[src/hdl/awfd_pkg.sv]
// ----------------------------------------------------------------------------
// awfd_pkg
// Shared types, constants and the Laplacian coefficient table for the
// acoustic wave finite difference step.
// ----------------------------------------------------------------------------
package awfd_pkg;

    localparam int MAX_H    = 1024;
    localparam int MIN_H    = 10;
    localparam int H_W      = 11;
    localparam int ROW_W    = $clog2(MAX_H);
    localparam int HALF     = 4;
    localparam int NCOLS    = 2 * HALF;
    localparam int SLOT_W   = $clog2(NCOLS);
    localparam int CNT_W    = $clog2(NCOLS) + 1;
    localparam int ADDR_W   = SLOT_W + ROW_W;
    localparam int P_W      = 32;
    localparam int G_W      = 16;
    localparam int COEF_W   = 28;
    localparam int PROD_W   = COEF_W + P_W;
    localparam int ACC_W    = 64;
    localparam int LAP_W    = 40;
    localparam int DIFF_W   = 41;
    localparam int M1_W     = DIFF_W + G_W + 1;
    localparam int M2_W     = P_W + G_W + 2;
    localparam int NUM_W    = 60;
    localparam int DVD_W    = 60;
    localparam int DEN_W    = G_W + 1;
    localparam int DCNT_W   = $clog2(DVD_W);
    localparam int TERM_W   = 5;
    localparam int LAP_SHIFT = 24;
    localparam int QDEPTH   = 4;
    localparam int QPTR_W   = $clog2(QDEPTH);

    // term index of the lead point, which comes from the item, not memory
    localparam logic [TERM_W-1:0] TERM_LEAD = 5'd16;

    localparam logic signed [COEF_W-1:0] C0 = -28'sd95536850;
    localparam logic signed [COEF_W-1:0] C1 = 28'sd26843546;
    localparam logic signed [COEF_W-1:0] C2 = -28'sd3355443;
    localparam logic signed [COEF_W-1:0] C3 = 28'sd426088;
    localparam logic signed [COEF_W-1:0] C4 = -28'sd29959;

    typedef struct packed {
        logic signed [P_W-1:0] lead_pressure;
        logic signed [P_W-1:0] center_prev_pressure;
        logic [G_W-1:0]        velocity_coef;
        logic [G_W-1:0]        damping;
        logic signed [P_W-1:0] source_term;
        logic                  frame_start;
    } t_in_item;

    typedef struct packed {
        logic signed [P_W-1:0] new_pressure;
        logic                  stencil_applied;
    } t_out_item;

    typedef struct packed {
        logic signed [P_W-1:0] lead;
        logic signed [P_W-1:0] prev;
        logic [G_W-1:0]        vel;
        logic [G_W-1:0]        damp;
        logic signed [P_W-1:0] src;
        logic [ROW_W-1:0]      row;
        logic [SLOT_W-1:0]     slot;
        logic                  emit;
        logic                  stencil;
    } t_job;

    typedef enum logic [3:0] {
        B_IDLE,
        B_READ,
        B_DRAIN,
        B_LAP,
        B_DIFF,
        B_MUL,
        B_NUM,
        B_ABS,
        B_DIV,
        B_SAT,
        B_FIN
    } t_bstate;

    // terms: center, four up, four down, three right, three left, far left, lead
    function automatic logic signed [COEF_W-1:0] term_coef(input logic [TERM_W-1:0] idx);
        logic signed [COEF_W-1:0] c;
        case (idx) inside
            5'd0:                     c = C0;
            5'd1, 5'd5, 5'd9, 5'd12:  c = C1;
            5'd2, 5'd6, 5'd10, 5'd13: c = C2;
            5'd3, 5'd7, 5'd11, 5'd14: c = C3;
            default:                  c = C4;
        endcase
        return c;
    endfunction

endpackage

[src/hdl/awfd_front.sv]
// ----------------------------------------------------------------------------
// awfd_front
// Accepts grid points, tracks row, column count and buffer slot, and
// classifies each point before handing it to the queue.
// ----------------------------------------------------------------------------
module awfd_front (
    input  logic                          i_clk,
    input  logic                          i_rst_n,
    input  logic                          i_cfg_wr_en,
    input  logic [awfd_pkg::H_W-1:0]      i_cfg_wr_data,
    input  logic                          i_in_valid,
    output logic                          o_in_stall,
    input  awfd_pkg::t_in_item            i_in_item,
    input  logic                          i_full,
    output logic                          o_push,
    output awfd_pkg::t_job                o_job
);

    localparam int H_W    = awfd_pkg::H_W;
    localparam int ROW_W  = awfd_pkg::ROW_W;
    localparam int SLOT_W = awfd_pkg::SLOT_W;
    localparam int CNT_W  = awfd_pkg::CNT_W;

    logic [H_W-1:0]    r_height;
    logic [ROW_W-1:0]  r_row;
    logic [CNT_W-1:0]  r_cols;
    logic [SLOT_W-1:0] r_lead;

    logic [H_W-1:0]    h;
    logic [ROW_W-1:0]  rc0;
    logic [ROW_W-1:0]  row;
    logic [CNT_W-1:0]  cs0;
    logic [SLOT_W-1:0] ls0;
    logic              col_end;
    logic              stencil;

    always_comb begin
        if (r_height < H_W'(awfd_pkg::MIN_H)) begin
            h = H_W'(awfd_pkg::MIN_H);
        end else if (r_height > H_W'(awfd_pkg::MAX_H)) begin
            h = H_W'(awfd_pkg::MAX_H);
        end else begin
            h = r_height;
        end
        rc0 = i_in_item.frame_start ? '0 : r_row;
        cs0 = i_in_item.frame_start ? '0 : r_cols;
        ls0 = i_in_item.frame_start ? '0 : r_lead;
        // a height lowered mid-column ends the column early
        if ({1'b0, rc0} >= h) begin
            row = ROW_W'(h - H_W'(1));
        end else begin
            row = rc0;
        end
        col_end = ({1'b0, row} + H_W'(1)) >= h;
        stencil = (cs0 >= CNT_W'(awfd_pkg::NCOLS)) && (row >= ROW_W'(awfd_pkg::HALF))
                  && (({1'b0, row} + H_W'(awfd_pkg::HALF + 2)) <= h);
    end

    assign o_in_stall = i_full;
    assign o_push     = i_in_valid && !i_full;

    always_comb begin
        o_job.lead    = i_in_item.lead_pressure;
        o_job.prev    = i_in_item.center_prev_pressure;
        o_job.vel     = i_in_item.velocity_coef;
        o_job.damp    = i_in_item.damping;
        o_job.src     = i_in_item.source_term;
        o_job.row     = row;
        o_job.slot    = ls0;
        o_job.emit    = cs0 >= CNT_W'(awfd_pkg::HALF);
        o_job.stencil = stencil;
    end

    always_ff @(posedge i_clk) begin
        if (!i_rst_n) begin
            r_height <= H_W'(awfd_pkg::MAX_H);
            r_row    <= '0;
            r_cols   <= '0;
            r_lead   <= '0;
        end else begin
            if (i_cfg_wr_en) begin
                r_height <= i_cfg_wr_data;
            end
            if (o_push) begin
                if (col_end) begin
                    r_row  <= '0;
                    r_cols <= (cs0 < CNT_W'(awfd_pkg::NCOLS)) ? cs0 + CNT_W'(1) : cs0;
                    r_lead <= ls0 + SLOT_W'(1);
                end else begin
                    r_row  <= row + ROW_W'(1);
                    r_cols <= cs0;
                    r_lead <= ls0;
                end
            end
        end
    end

    a_cols_sat: assert property (@(posedge i_clk) disable iff (!i_rst_n)
        r_cols <= CNT_W'(awfd_pkg::NCOLS))
        else $error("column count past saturation");

endmodule

[config.mk]
export PLATFORM = sky130hd
export DESIGN_NAME = awfd_front
export DESIGN_NICKNAME = d
export VERILOG_FILES = /design/src/hdl/awfd_pkg.sv /design/src/hdl/awfd_front.sv
export SDC_FILE = /design/constraint.sdc
export NUM_CORES = 1
export LEC_CHECK = 0
export BUFFER_PORTS_ARGS = -buffer_cell sky130_fd_sc_hd__buf_4
export CAP_MARGIN = 20
export CORE_AREA = 2 2 113 115
export DETAILED_ROUTE_END_ITERATION = 8
export DIE_AREA = 0 0 115 117
export GPL_TIMING_DRIVEN = 0
export PLACE_DENSITY = 0.72
export SLEW_MARGIN = 5
export SYNTH_ARGS = -nofsm -noshare
export SYNTH_HDL_FRONTEND = slang
export SYNTH_SLANG_ARGS = --single-unit
[constraint.sdc]
create_clock -name i_clk -period 10.6 [get_ports i_clk]
set_input_delay 3.18 -clock i_clk [delete_from_list [all_inputs] [get_ports i_clk]]
set_output_delay 3.18 -clock i_clk [all_outputs]
set_load 0.05 [all_outputs]
==> impl_metrics.json <==
{
  "status": "finished clean",
  "cap_violations": 0,
  "power_leakage_nw": 2.880,
  "ant_nets": 0,
  "cts_buffers": 3,
  "finalPower_uw": 605.4,
  "hp-class": "flop to flop",
  "worst_pin_slew_ns": 0.6909,
  "worstSetupPathType": "primary input to primary output",
  "ff2ff_setup_slack_ns": 3.88,
  "yosys_warnings": 0,
  "die_area_sq_mm": 0.01346,
  "drt-initial-drc-count": 221,
  "rsz0062_at_grt": "no",
  "path_cells": "buf_4, buf_12, nor2b_2, ha_1, a21oi_2, o21ai_0, o21bai_4, a21o_2, buf_8, mux2i_4, inv_1, ha_4, nor2_2, mux2i_2, nor3_2, xor2_1, ha_1, a21o_1, a2111oi_4, a221o_1, a31oi_1, a211oi_2, buf_4, buf_6",
  "place_hpwl_um": 9504,
  "worstSetupStartpointType": "primary input",
  "routed_wirelength_um": 11760,
  "htreeDepth": 1,
  "synth_edf_count": 0,
  "vias_per_cell": 4.856,
  "cp-startpoint": "i_in_item[0]",
  "clkLatencyLatePin_ns": 0.27,
  "antenna_found_initial": 0,
  "rr_worst_depth": 23,
  "gp_congestion": 0.8741,
  "synth-main-ff-cell": "dfxtp_1",
  "die_h_um": 117,
  "fin_crit_sh_pct": 98.49,
  "synth_area_sq_mm": 0.004034,
  "cp-end-kind": "primary output",
  "start_util_pct": 32.76,
  "first_global_vias": 3478,
  "grt_pass1_wl_um": 17140,
  "area_delta_synth_final_pct": 44.73,
  "min_delay_path_depth": 2,
  "die_x_um": 115,
  "grt_max_degree": 16,
  "maxSlewViolCount": 0,
  "fin_area_sq_mm": 0.005838,
  "clkTransAtPathRegs_ns": 0.07,
  "clk_path_buf_depth": 2,
  "gr-total-overflow": 0,
  "cp.required_ns": 7.42,
  "rr_endpoint": "r_row[7]",
  "core_area_sq_mm": 0.01231,
  "placed_area_sq_mm": 0.005468,
  "cts-root-buf": "clkbuf_16",
  "synth_nets": 698,
  "drc": 0,
  "async_flop_share_pct": 0,
  "fillers": 1220,
  "arrival_ns": 7.26,
  "clock_skew_ns": 0.005770,
  "cpPeakStageDelay_ns": 0.34,
  "min_from": "r_row[0]",
  "portBuffers": 160,
  "endpoint": "o_job[0]",
  "cts_tree": "built",
  "seq_area_sq_um": 560.5,
  "multi_input_area_sq_mm": 0.002486,
  "timing.hold.ws_ns": 0.4517,
  "num_vias": 4094,
  "vdd_drop_max_v": 0.00006601,
  "timing.rr.start": "r_height[10]",
  "yosys_register_bits": 28,
  "drive_gt1_share_pct": 53.39,
  "wl_per_cell_um": 13.95,
  "slowest_stage": "a2111oi_4",
  "ys_seq_area_share_pct": 13.90,
  "syn_inst": 514,
  "drtPass1Iterations": 5,
  "grtUsageTotal_pct": 15.84,
  "avgSynthCellArea_sq_um": 7.848,
  "num_rows": 41,
  "layout_min_cycle_time_ns": 10.44,
  "stdcell_count": 843,
  "dp_cells": 825,
  "relSlewSlack_pct": 52.62,
  "synth_cell_types": 70,
  "cts_sinks": 28,
  "path_max_fanout": 10,
  "io_pins": 290,
  "finalNetCount": 878,
  "max_freq_mhz": 95.79,
  "diodes": 0,
  "finalSetupViolations": 0,
  "hold_viol": 0,
  "setup_tns_ns": 0,
  "power_density_mw_per_mm2": 103.7
}
[logic make-up (layout without fill, tap and decap cells)]
logic type / after synthesis / after routing / share of synthesized area (%)
and+or+nand+nor: 149 / 149 / 19.26
DFF: 28 / 28 / 13.90
muxes: 24 / 24 / 6.265
buffers and inverters: 169 / 348 / 28.94
xor gates and xnor gates: 16 / 16 / 3.474
adders and majority gates: 39 / 39 / 12.10
AOI/OAI and AO/OA: 89 / 89 / 16.07
[layout by cell type, fill, tap and decap left out, drive strengths merged, types with 5 or more instances in the layout]
cell type	count
buf	316
ha	39
nor2	38
nand2	33
dfxtp	28
mux2i	20
inv	18
o21ai	16
nor2b	15
a21oi	14
nand3	11
nor3	11
xor2	10
clkbuf	9
nor4	7
xnor2	6
a21o	6
nand2b	5
nand4	5
o21a	5
o211ai	5
a31oi	5
or4	5
[routing by layer]
| layer | track usage (%) | vias up | wire [um] |
|---|---|---|---|
| met5 | 0 | - | 0 |
| met4 | 4.418 | 0 | 163 |
| met1 | 19.40 | 1860 | 4772 |
| met3 | 2.369 | 11 | 911 |
| met2 | 28.90 | 197 | 5911 |
| li1 | - | 2026 | - |
[critical path, delay by kind of cell]
| family | cells | cell delay (ns) |
|---|---|---|
| buf+inv | 6 | 0.80 |
| compound gates | 9 | 1.64 |
| xor+xnor | 1 | 0.17 |
| simple gates | 3 | 0.26 |
| fa+ha+maj | 3 | 0.78 |
| mux | 2 | 0.39 |
[cells in the mapped netlist (3+ instances only)]
library cell	n	area, sq um
clkbuf_1	6	22.52
mux2i_1	18	180.2
a21oi_1	13	65.06
or4_1	3	22.52
nand3_1	11	55.05
and2_1	3	18.77
mux2_2	4	45.04
nand4_1	5	31.28
nor2_1	38	142.6
o211ai_1	4	30.03
nor2b_1	15	93.84
xor2_1	10	87.58
xnor2_1	6	52.55
ha_1	39	488.0
nor3_1	11	55.05
clkinv_1	3	11.26
o21a_1	5	37.54
inv_1	19	71.32
dfxtp_1	28	560.5
a32o_1	4	40.04
buf_4	133	998.5
buf_6	3	33.78
a21o_1	5	37.54
a32oi_1	3	26.28
a31oi_1	5	31.28
buf_1	3	11.26
a211oi_1	4	30.03
nand2b_1	5	31.28
nand2_1	33	123.9
o31ai_1	3	22.52
nor4_1	7	43.79
o21ai_0	16	80.08
[worst min-delay path by stage]
stage	endpoint	slack, ns
floorplan	r_row[0]	0.43
global placement	r_row[0]	0.44
detailed placement	r_row[0]	0.44
CTS	r_row[0]	0.45
global route	r_row[0]	0.47
finish	r_row[0]	0.45
[cell type report]
type                            count  share of cell area, %
Tap cell                          150                  3.215
Buffer                            147                  18.99
Clock buffer                        4                  1.522
Sequential cell                    28                  9.601
Multi-Input combinational cell    317                  42.58
Timing Repair Buffer              175                  22.61
Inverter                           22                  1.479
[stage by stage]
stage | worst slack, ns | utilization, %
finish | 0.1606 | 47.42
global route | 0.002813 | 47.42
CTS | 0.02245 | 46.53
detailed placement | -0.7308 | 44.41
global placement | -0.7062 | 44.33
floorplan | 0.009729 | -
[sequential cells by signal, summed over array words and instances, names as in the netlist]
signal    flops
r_cols        4
r_row        10
r_lead        3
r_height     11
[timing repair]
| item | CTS | global route |
|---|---|---|
| pin swaps | 4 | 11 |
| setup endpoints to repair | 1 | 1 |
| hold buffers | 0 | 0 |
| buffers inserted | 9 | 5 |
| cloned | 0 | 0 |
| resized for setup | 22 | 17 |
[where the power goes]
| part | total (mW) | internal (mW) | switching [mW] | leakage, nW |
|---|---|---|---|---|
| Clock | 0.0986 | 0.0581 | 0.0405 | 0.0442 |
| Sequential | 0.115 | 0.110 | 0.00514 | 0.228 |
| Combinational | 0.391 | 0.155 | 0.236 | 2.61 |
| Total | 0.605 | 0.324 | 0.282 | 2.88 |
(Power assumes the default switching activity.)
