[config.mk]
export PLATFORM = sky130hd
export DESIGN_NAME = awfd_queue
export DESIGN_NICKNAME = d
export VERILOG_FILES = /design/src/hdl/awfd_pkg.sv /design/src/hdl/awfd_queue.sv
export SDC_FILE = /design/constraint.sdc
export NUM_CORES = 1
export LEC_CHECK = 0
export ABC_AREA = 1
export BUFFER_PORTS_ARGS = -buffer_cell sky130_fd_sc_hd__buf_2
export CAP_MARGIN = 20
export CORE_ASPECT_RATIO = 1.5
export CORE_UTILIZATION = 42
export DETAILED_ROUTE_END_ITERATION = 7
export PLACE_DENSITY_LB_ADDON = 0.3
export SLEW_MARGIN = 20
export SYNTH_ARGS = -nofsm -noshare
export SYNTH_HDL_FRONTEND = slang
export SYNTH_SLANG_ARGS = --single-unit
[constraint.sdc]
create_clock -name i_clk -period 9.8 [get_ports i_clk]
set_input_delay 2.45 -clock i_clk [delete_from_list [all_inputs] [get_ports i_clk]]
set_output_delay 2.45 -clock i_clk [all_outputs]
set_load 0.005 [all_outputs]
[src/hdl/awfd_pkg.sv]
// ----------------------------------------------------------------------------
// awfd_pkg
// Shared types, constants and the Laplacian coefficient table for the
// acoustic wave finite difference step.
// ----------------------------------------------------------------------------
package awfd_pkg;

    localparam int MAX_H    = 1024;
    localparam int MIN_H    = 10;
    localparam int H_W      = 11;
    localparam int ROW_W    = $clog2(MAX_H);
    localparam int HALF     = 4;
    localparam int NCOLS    = 2 * HALF;
    localparam int SLOT_W   = $clog2(NCOLS);
    localparam int CNT_W    = $clog2(NCOLS) + 1;
    localparam int ADDR_W   = SLOT_W + ROW_W;
    localparam int P_W      = 32;
    localparam int G_W      = 16;
    localparam int COEF_W   = 28;
    localparam int PROD_W   = COEF_W + P_W;
    localparam int ACC_W    = 64;
    localparam int LAP_W    = 40;
    localparam int DIFF_W   = 41;
    localparam int M1_W     = DIFF_W + G_W + 1;
    localparam int M2_W     = P_W + G_W + 2;
    localparam int NUM_W    = 60;
    localparam int DVD_W    = 60;
    localparam int DEN_W    = G_W + 1;
    localparam int DCNT_W   = $clog2(DVD_W);
    localparam int TERM_W   = 5;
    localparam int LAP_SHIFT = 24;
    localparam int QDEPTH   = 4;
    localparam int QPTR_W   = $clog2(QDEPTH);

    // term index of the lead point, which comes from the item, not memory
    localparam logic [TERM_W-1:0] TERM_LEAD = 5'd16;

    localparam logic signed [COEF_W-1:0] C0 = -28'sd95536850;
    localparam logic signed [COEF_W-1:0] C1 = 28'sd26843546;
    localparam logic signed [COEF_W-1:0] C2 = -28'sd3355443;
    localparam logic signed [COEF_W-1:0] C3 = 28'sd426088;
    localparam logic signed [COEF_W-1:0] C4 = -28'sd29959;

    typedef struct packed {
        logic signed [P_W-1:0] lead_pressure;
        logic signed [P_W-1:0] center_prev_pressure;
        logic [G_W-1:0]        velocity_coef;
        logic [G_W-1:0]        damping;
        logic signed [P_W-1:0] source_term;
        logic                  frame_start;
    } t_in_item;

    typedef struct packed {
        logic signed [P_W-1:0] new_pressure;
        logic                  stencil_applied;
    } t_out_item;

    typedef struct packed {
        logic signed [P_W-1:0] lead;
        logic signed [P_W-1:0] prev;
        logic [G_W-1:0]        vel;
        logic [G_W-1:0]        damp;
        logic signed [P_W-1:0] src;
        logic [ROW_W-1:0]      row;
        logic [SLOT_W-1:0]     slot;
        logic                  emit;
        logic                  stencil;
    } t_job;

    typedef enum logic [3:0] {
        B_IDLE,
        B_READ,
        B_DRAIN,
        B_LAP,
        B_DIFF,
        B_MUL,
        B_NUM,
        B_ABS,
        B_DIV,
        B_SAT,
        B_FIN
    } t_bstate;

    // terms: center, four up, four down, three right, three left, far left, lead
    function automatic logic signed [COEF_W-1:0] term_coef(input logic [TERM_W-1:0] idx);
        logic signed [COEF_W-1:0] c;
        case (idx) inside
            5'd0:                     c = C0;
            5'd1, 5'd5, 5'd9, 5'd12:  c = C1;
            5'd2, 5'd6, 5'd10, 5'd13: c = C2;
            5'd3, 5'd7, 5'd11, 5'd14: c = C3;
            default:                  c = C4;
        endcase
        return c;
    endfunction

endpackage

[src/hdl/awfd_queue.sv]
// ----------------------------------------------------------------------------
// awfd_queue
// Short queue of classified points between the front and the back.
// ----------------------------------------------------------------------------
module awfd_queue (
    input  logic           i_clk,
    input  logic           i_rst_n,
    input  logic           i_push,
    input  awfd_pkg::t_job i_item,
    output logic           o_full,
    input  logic           i_pop,
    output logic           o_valid,
    output awfd_pkg::t_job o_item
);

    localparam int QDEPTH = awfd_pkg::QDEPTH;
    localparam int QPTR_W = awfd_pkg::QPTR_W;

    awfd_pkg::t_job    r_slots [QDEPTH];
    logic [QPTR_W-1:0] r_wr_ptr;
    logic [QPTR_W-1:0] r_rd_ptr;
    logic [QPTR_W:0]   r_count;

    assign o_full  = r_count == (QPTR_W+1)'(QDEPTH);
    assign o_valid = r_count != '0;
    assign o_item  = r_slots[r_rd_ptr];

    always_ff @(posedge i_clk) begin
        if (i_push) begin
            r_slots[r_wr_ptr] <= i_item;
        end
    end

    always_ff @(posedge i_clk) begin
        if (!i_rst_n) begin
            r_wr_ptr <= '0;
            r_rd_ptr <= '0;
            r_count  <= '0;
        end else begin
            if (i_push) begin
                r_wr_ptr <= r_wr_ptr + QPTR_W'(1);
            end
            if (i_pop) begin
                r_rd_ptr <= r_rd_ptr + QPTR_W'(1);
            end
            if (i_push && !i_pop) begin
                r_count <= r_count + (QPTR_W+1)'(1);
            end else if (i_pop && !i_push) begin
                r_count <= r_count - (QPTR_W+1)'(1);
            end
        end
    end

    a_no_pop_empty: assert property (@(posedge i_clk) disable iff (!i_rst_n)
        i_pop |-> r_count != '0)
        else $error("pop from empty queue");

endmodule

==> results.yml, run 1 <==
yosys:
  ys_ff_latch: 581
  ys_seq_area_share_pct: 80.15
  syn-num-nets: 1595
  synth_area_sq_um: 21660
  synth_edf_count: 572
  syn-mean-instance-area_sq_um: 15.02
  postSynth.asyncResetShare_pct: 0
  syn_inst: 1442
  yosysWarnings: 0
  synthFlopType: "edfxtp_1"
  ys_types: 21
timing:
  report.final.slew_viol_count: 0
  grt_setup_unrepaired: "false"
  period_share_pct: 61.80
  clock_skew_ns: 0.01021
  finalSetupViolations: 0
  slew_headroom_pct: 26.79
  timing.fmax_ghz: 0.1651
  finalHoldViolCount: 0
  min_period_ns: 6.056
  fin_setup_tns_ns: 0
  tightest_slew_ns: 1.098
power:
  vdd_drop_max_v: 0.0001441
  power_density_nw_per_um2: 214.5
  leakage_nw: 8.677
setup_path:
  end_kind: "output pin"
  crit_arrival_ns: 3.61
  path_max_fanout: 209
  crit_required_ns: 7.35
  path_class: "reg2out"
  start_kind: "flip-flop"
grt:
  grt_pass1_vias: 12917
  grt_max_degree: 210
  antenna_found_initial: 13
  grt_pass1_wl_um: 73420
  gr-total-overflow: 0
  grt.total_usage_pct: 18.28
drt:
  drc: 0
  vias_per_cell: 5.322
  routed_wirelength_um: 48890
  dr.first_iter.drc_count: 738
  dr.pass1.iters: 5
  vias: 12889
  detail_route.wl_per_cell_um: 20.18
  antenna_left: 0
floorplan:
  die_w_um: 187.4
  initial_utilization_pct: 42.63
  num_rows: 101
  die_area_sq_um: 52490
  io_pins: 292
  coreArea_sq_um: 50800
  die_y_um: 280.1
layout:
  fillers: 4382
  fin_util_pct: 49.71
  mostFrequentLayoutCells: "572 x edfxtp_1, 292 x nor2_1, 291 x buf_2"
  regArea_sq_um: 17360
  multi_input_area_sq_um: 3608
  area_growth_pct: 16.61
  num-nets-final: 1858
  final_common_cell: "edfxtp_1"
  drive_above_1_share_pct: 22.22
clock_network:
  cts_sinks: 581
  cts_buffers: 53
  tritoncts: "done"
  clkTransAtPathRegs_ns: 0.06
  post_cts_buffers: 0
  cts_max_level: 2
  cts_buffer_depth: 3
  post_cts_resized: 0
  insertion_delay_ns: 0.57
  root_buffer: "clkbuf_16"
  cts_hold_buf: 0
run:
  drv_cap: 0
placement:
  globalplace.congestion: 0.7402
  portBuffers: 291
  dpl.hpwl_um: 26120
run_status:
  outcome: "completed"
worst_hold_path:
  hold_class: "reg2reg"
cell type report:
| cell class | instances | share of cell area (%) |
|---|---|---|
| Timing Repair Buffer | 302 | 6.094 |
| Clock buffer | 64 | 5.624 |
| Inverter | 17 | 0.3914 |
| Antenna cell | 7 | 0.06937 |
| Sequential cell | 581 | 68.76 |
| Multi-Input combinational cell | 750 | 14.29 |
| Tap cell | 669 | 3.315 |
| Clock inverter | 32 | 1.457 |
synth_stat cells, drive strengths merged, types with 4 or more instances:
| library cell | n | area share, % |
|---|---|---|
| edfxtp | 572 | 79 |
| nor2 | 292 | 5.1 |
| o21ai | 292 | 6.7 |
| o22ai | 143 | 4.1 |
| buf | 56 | 2.2 |
| clkbuf | 38 | 0.66 |
| inv | 17 | 0.32 |
| nand2 | 10 | 0.17 |
| dfxtp | 9 | 0.83 |
| ha | 5 | 0.29 |
| a21oi | 4 | 0.092 |
critical path, cell delays in order, from the launching register on:
cell	delay (ns)
dfxtp_4	0.95
clkinv_8	0.75
buf_4	0.63
o21ai_0	0.33
o22ai_1	0.10
buf_2	0.14
metal layers:
layer	part of all wire [%]	vias up	track usage (%)
li1	-	5984	-
met1	39	6416	21.54
met2	51	377	32.28
met3	6.7	98	4.590
met4	2.7	14	6.546
met5	0.18	-	0
final timing paths:
check	from	endpoint	slack, ns	cells after the start
hold / removal	r_rd_ptr[1]	flip-flop	0.45	1
hold reg to reg	r_rd_ptr[1]	flip-flop	0.45	1
setup reg to reg	r_wr_ptr[0]	r_slots[0][141]	7.05	5
setup / recovery	flip-flop	o_item[67]	3.74	5
registers in the layout, indices dropped and copies added (netlist names), named ones only:
register,flops
r_slots,572
r_rd_ptr,2
r_count,3
r_wr_ptr,2
metrics by stage:
| step | area [sq um] | power [W] | instances | hold slack (ns) | setup WS [ns] |
|---|---|---|---|---|---|
| floorplan | 21660 | 0.003166 | 1442 | 0.4115 | 4.069 |
| global placement | 23440 | 0.003356 | 2319 | 0.4409 | 4.477 |
| detailed placement | 23440 | 0.003371 | 2319 | 0.4200 | 4.356 |
| CTS | 25230 | 0.005476 | 2415 | 0.4427 | 3.742 |
| global route | 25250 | 0.005610 | 2420 | 0.4654 | 3.382 |
| finish | 25250 | 0.005417 | 2422 | 0.4469 | 3.744 |
power breakdown:
group          internal (W)  switching, W
Sequential          0.00284     0.0000337
Clock               0.00124      0.000867
Combinational      0.000146      0.000288
Total               0.00423       0.00119
cell families (layout without fill, tap and decap cells):
| logic type | Yosys count | in the layout | synth area share (%) |
|---|---|---|---|
| other | 0 | 7 | 0 |
| adder cells (fa/ha/maj) | 6 | 6 | 0.3813 |
| buffers and inverters | 111 | 415 | 3.189 |
| AND/OR/NAND/NOR | 305 | 305 | 5.310 |
| AO/OA/AOI/OAI | 439 | 439 | 10.97 |
| flip-flops | 581 | 581 | 80.15 |
(Power assumes the default switching activity.)
==> inputs of run 2 (changes only) <==
==> constraint.sdc (replaced) <==
create_clock -name i_clk -period 6.3 [get_ports i_clk]
set_input_delay 1.575 -clock i_clk [delete_from_list [all_inputs] [get_ports i_clk]]
set_output_delay 1.575 -clock i_clk [all_outputs]
set_load 0.005 [all_outputs]
==> run 2 against run 1 <==
Against the previous run: clock power up 45%; sequential power up 55%; clock-buffer cell count up 2; critical endpoint is now o_item[70]; largest power group unchanged.
==> results.yml, run 2 (synthesis results as in run 1) <==
layout:
  top_regs: "r_slots (572), r_count (3)"
  multi_input_area_sq_um: 3608
  fillers: 4336
  area_growth_pct: 16.26
  final_common_cell: "edfxtp_1"
  num-nets-final: 1863
  mostFrequentLayoutCells: "572 x edfxtp_1, 292 x nor2_1, 291 x buf_2"
  regMostFlops: "r_slots"
  drive_above_1_share_pct: 22.45
  final-instance-count-excl-fill: 2436
  largest_reg_flops: 572
  regArea_sq_um: 17360
floorplan:
  die_area_sq_um: 52490
  num_rows: 101
  die_y_um: 280.1
  initial_utilization_pct: 42.63
  die_w_um: 187.4
  io_pins: 292
  coreArea_sq_um: 50800
clock_network:
  cts_max_level: 2
  clkTransAtPathRegs_ns: 0.06
  cts_buffers: 53
  post_cts_resized: 0
  cts_hold_buf: 0
  cts_buffer_depth: 3
  root_buffer: "clkbuf_16"
  cts_sinks: 581
  insertion_delay_ns: 0.59
  post_cts_buffers: 0
  tritoncts: "done"
run_status:
  outcome: "completed"
drt:
  antenna_left: 0
  vias: 12919
  dr.pass1.iters: 7
  drc: 0
  vias_per_cell: 5.303
  dr.first_iter.drc_count: 1025
  detail_route.wl_per_cell_um: 20.24
  routed_wirelength_um: 49300
setup_path:
  crit_required_ns: 4.72
  cp_slowest_stage_delay_ns: 0.70
  timing.rr.start: "r_wr_ptr[0]"
  rr_worst_depth: 5
  reg2reg_slack_ns: 3.87
  crit_arrival_ns: 3.24
  path_max_fanout: 152
  end_kind: "output pin"
  cp_slowest_cell: "inv_8"
  start_kind: "flip-flop"
  r2r-end: "r_slots[0][107]"
  path_class: "reg2out"
  path_cells: "inv_8 -> buf_4 -> o21ai_0 -> o22ai_1 -> buf_2"
timing:
  finalSetupViolations: 0
  slew_headroom_pct: 26.33
  min_period_ns: 4.812
  report.final.slew_viol_count: 0
  finalHoldViolCount: 0
  grt_setup_unrepaired: "false"
  fin_setup_tns_ns: 0
  timing.fmax_ghz: 0.2078
  period_share_pct: 76.38
  clock_skew_ns: 0.01106
  tightest_slew_ns: 1.105
placement:
  dpl.hpwl_um: 26490
  placedCellCount: 2324
  portBuffers: 291
  globalplace.congestion: 0.7638
worst_hold_path:
  min_delay_path_depth: 1
  hp-start: "r_rd_ptr[1]"
  hold_class: "reg2reg"
power:
  vdd_drop_max_v: 0.0003012
  power_frac_comb_pct: 8.3
  clkPwrFrac_pct: 37.1
  power_density_nw_per_um2: 325.6
  swShare_pct: 23.07
  seq_power_share_pct: 54.6
  p_int_w: 0.006306
  switchingPower_w: 0.001891
  leakage_nw: 8.634
grt:
  gr-total-overflow: 0
  grt.total_usage_pct: 18.52
  grt_max_degree: 153
  grt_pass1_vias: 13073
  antenna_found_initial: 17
  grt_pass1_wl_um: 73910
run:
  drv_cap: 0
==> run 2: cell count changes in the layout (fill, tap and decap cells not counted) <==
cell        delta
clkinvlp_4     +3
clkbuf_8       -1
inv_6          +1
diode_2        +5
clkinv_8       -1
buf_4          +4
clkinv_4       +3
buf_12         +1
inv_8          +3
bufinv_16      -7
clkbuf_1       +3
==> run 2: power by group through the flow <==
| stage | sequential, W | clock (W) | combinational, W |
|---|---|---|---|
| after detailed placement | 0.00456 | 0 | 0.000690 |
| after global placement | 0.00455 | 0 | 0.000671 |
| final | 0.00447 | 0.00305 | 0.000680 |
| after CTS | 0.00447 | 0.00311 | 0.000692 |
| after floorplan | 0.00455 | 0 | 0.000377 |
| after global routing | 0.00448 | 0.00325 | 0.000756 |
==> run 2: worst max path at each step <==
stage / from / endpoint / slack, ns / depth (start not counted)
floorplan: i_push / r_slots[2][0] / 1.44 / 2
global placement: flip-flop / o_item[83] / 2.11 / 5
detailed placement: flip-flop / o_item[83] / 2.08 / 5
CTS: flip-flop / o_item[83] / 1.43 / 5
global route: flip-flop / o_item[70] / 1.18 / 5
finish: flip-flop / o_item[70] / 1.49 / 5
==> run 2: cell type report <==
class / count / share of cell area, %
diodes: 12 / 0.1193
clock inverters: 34 / 0.9442
well taps: 669 / 3.325
repair buffers: 307 / 6.311
inverters: 17 / 0.3727
clock buffers: 66 / 5.630
multi-input cells: 750 / 14.33
flip-flops and latches: 581 / 68.97
==> run 2: metal layers <==
layer / track usage [%] / vias up / part of all wire [%]
met5: 0 / - / 0.17
met2: 31.99 / 382 / 51
met4: 7.922 / 12 / 2.8
met3: 4.603 / 93 / 6.5
li1: - / 6007 / -
met1: 21.96 / 6425 / 40
==> run 2: per-stage QoR <==
stage / cell area (sq um) / hold WS (ns) / utilization, % / worst slack [ns] / total power, W
finish: 25180 / 0.4402 / 49.56 / 1.488 / 0.008197
global route: 25180 / 0.4600 / 49.56 / 1.176 / 0.008488
CTS: 25150 / 0.4395 / 49.50 / 1.426 / 0.008280
detailed placement: 23490 / 0.4287 / 46.24 / 2.077 / 0.005246
global placement: 23490 / 0.4309 / 46.24 / 2.113 / 0.005221
floorplan: 21660 / 0.4115 / - / 1.444 / 0.004925
==> run 2: critical path: cells and delay by family (launching register included) <==
kind                   cells  cell delay, ns
AO/OA/AOI/OAI              2            0.46
flip-flops                 1            0.55
buffers and inverters      3            1.45
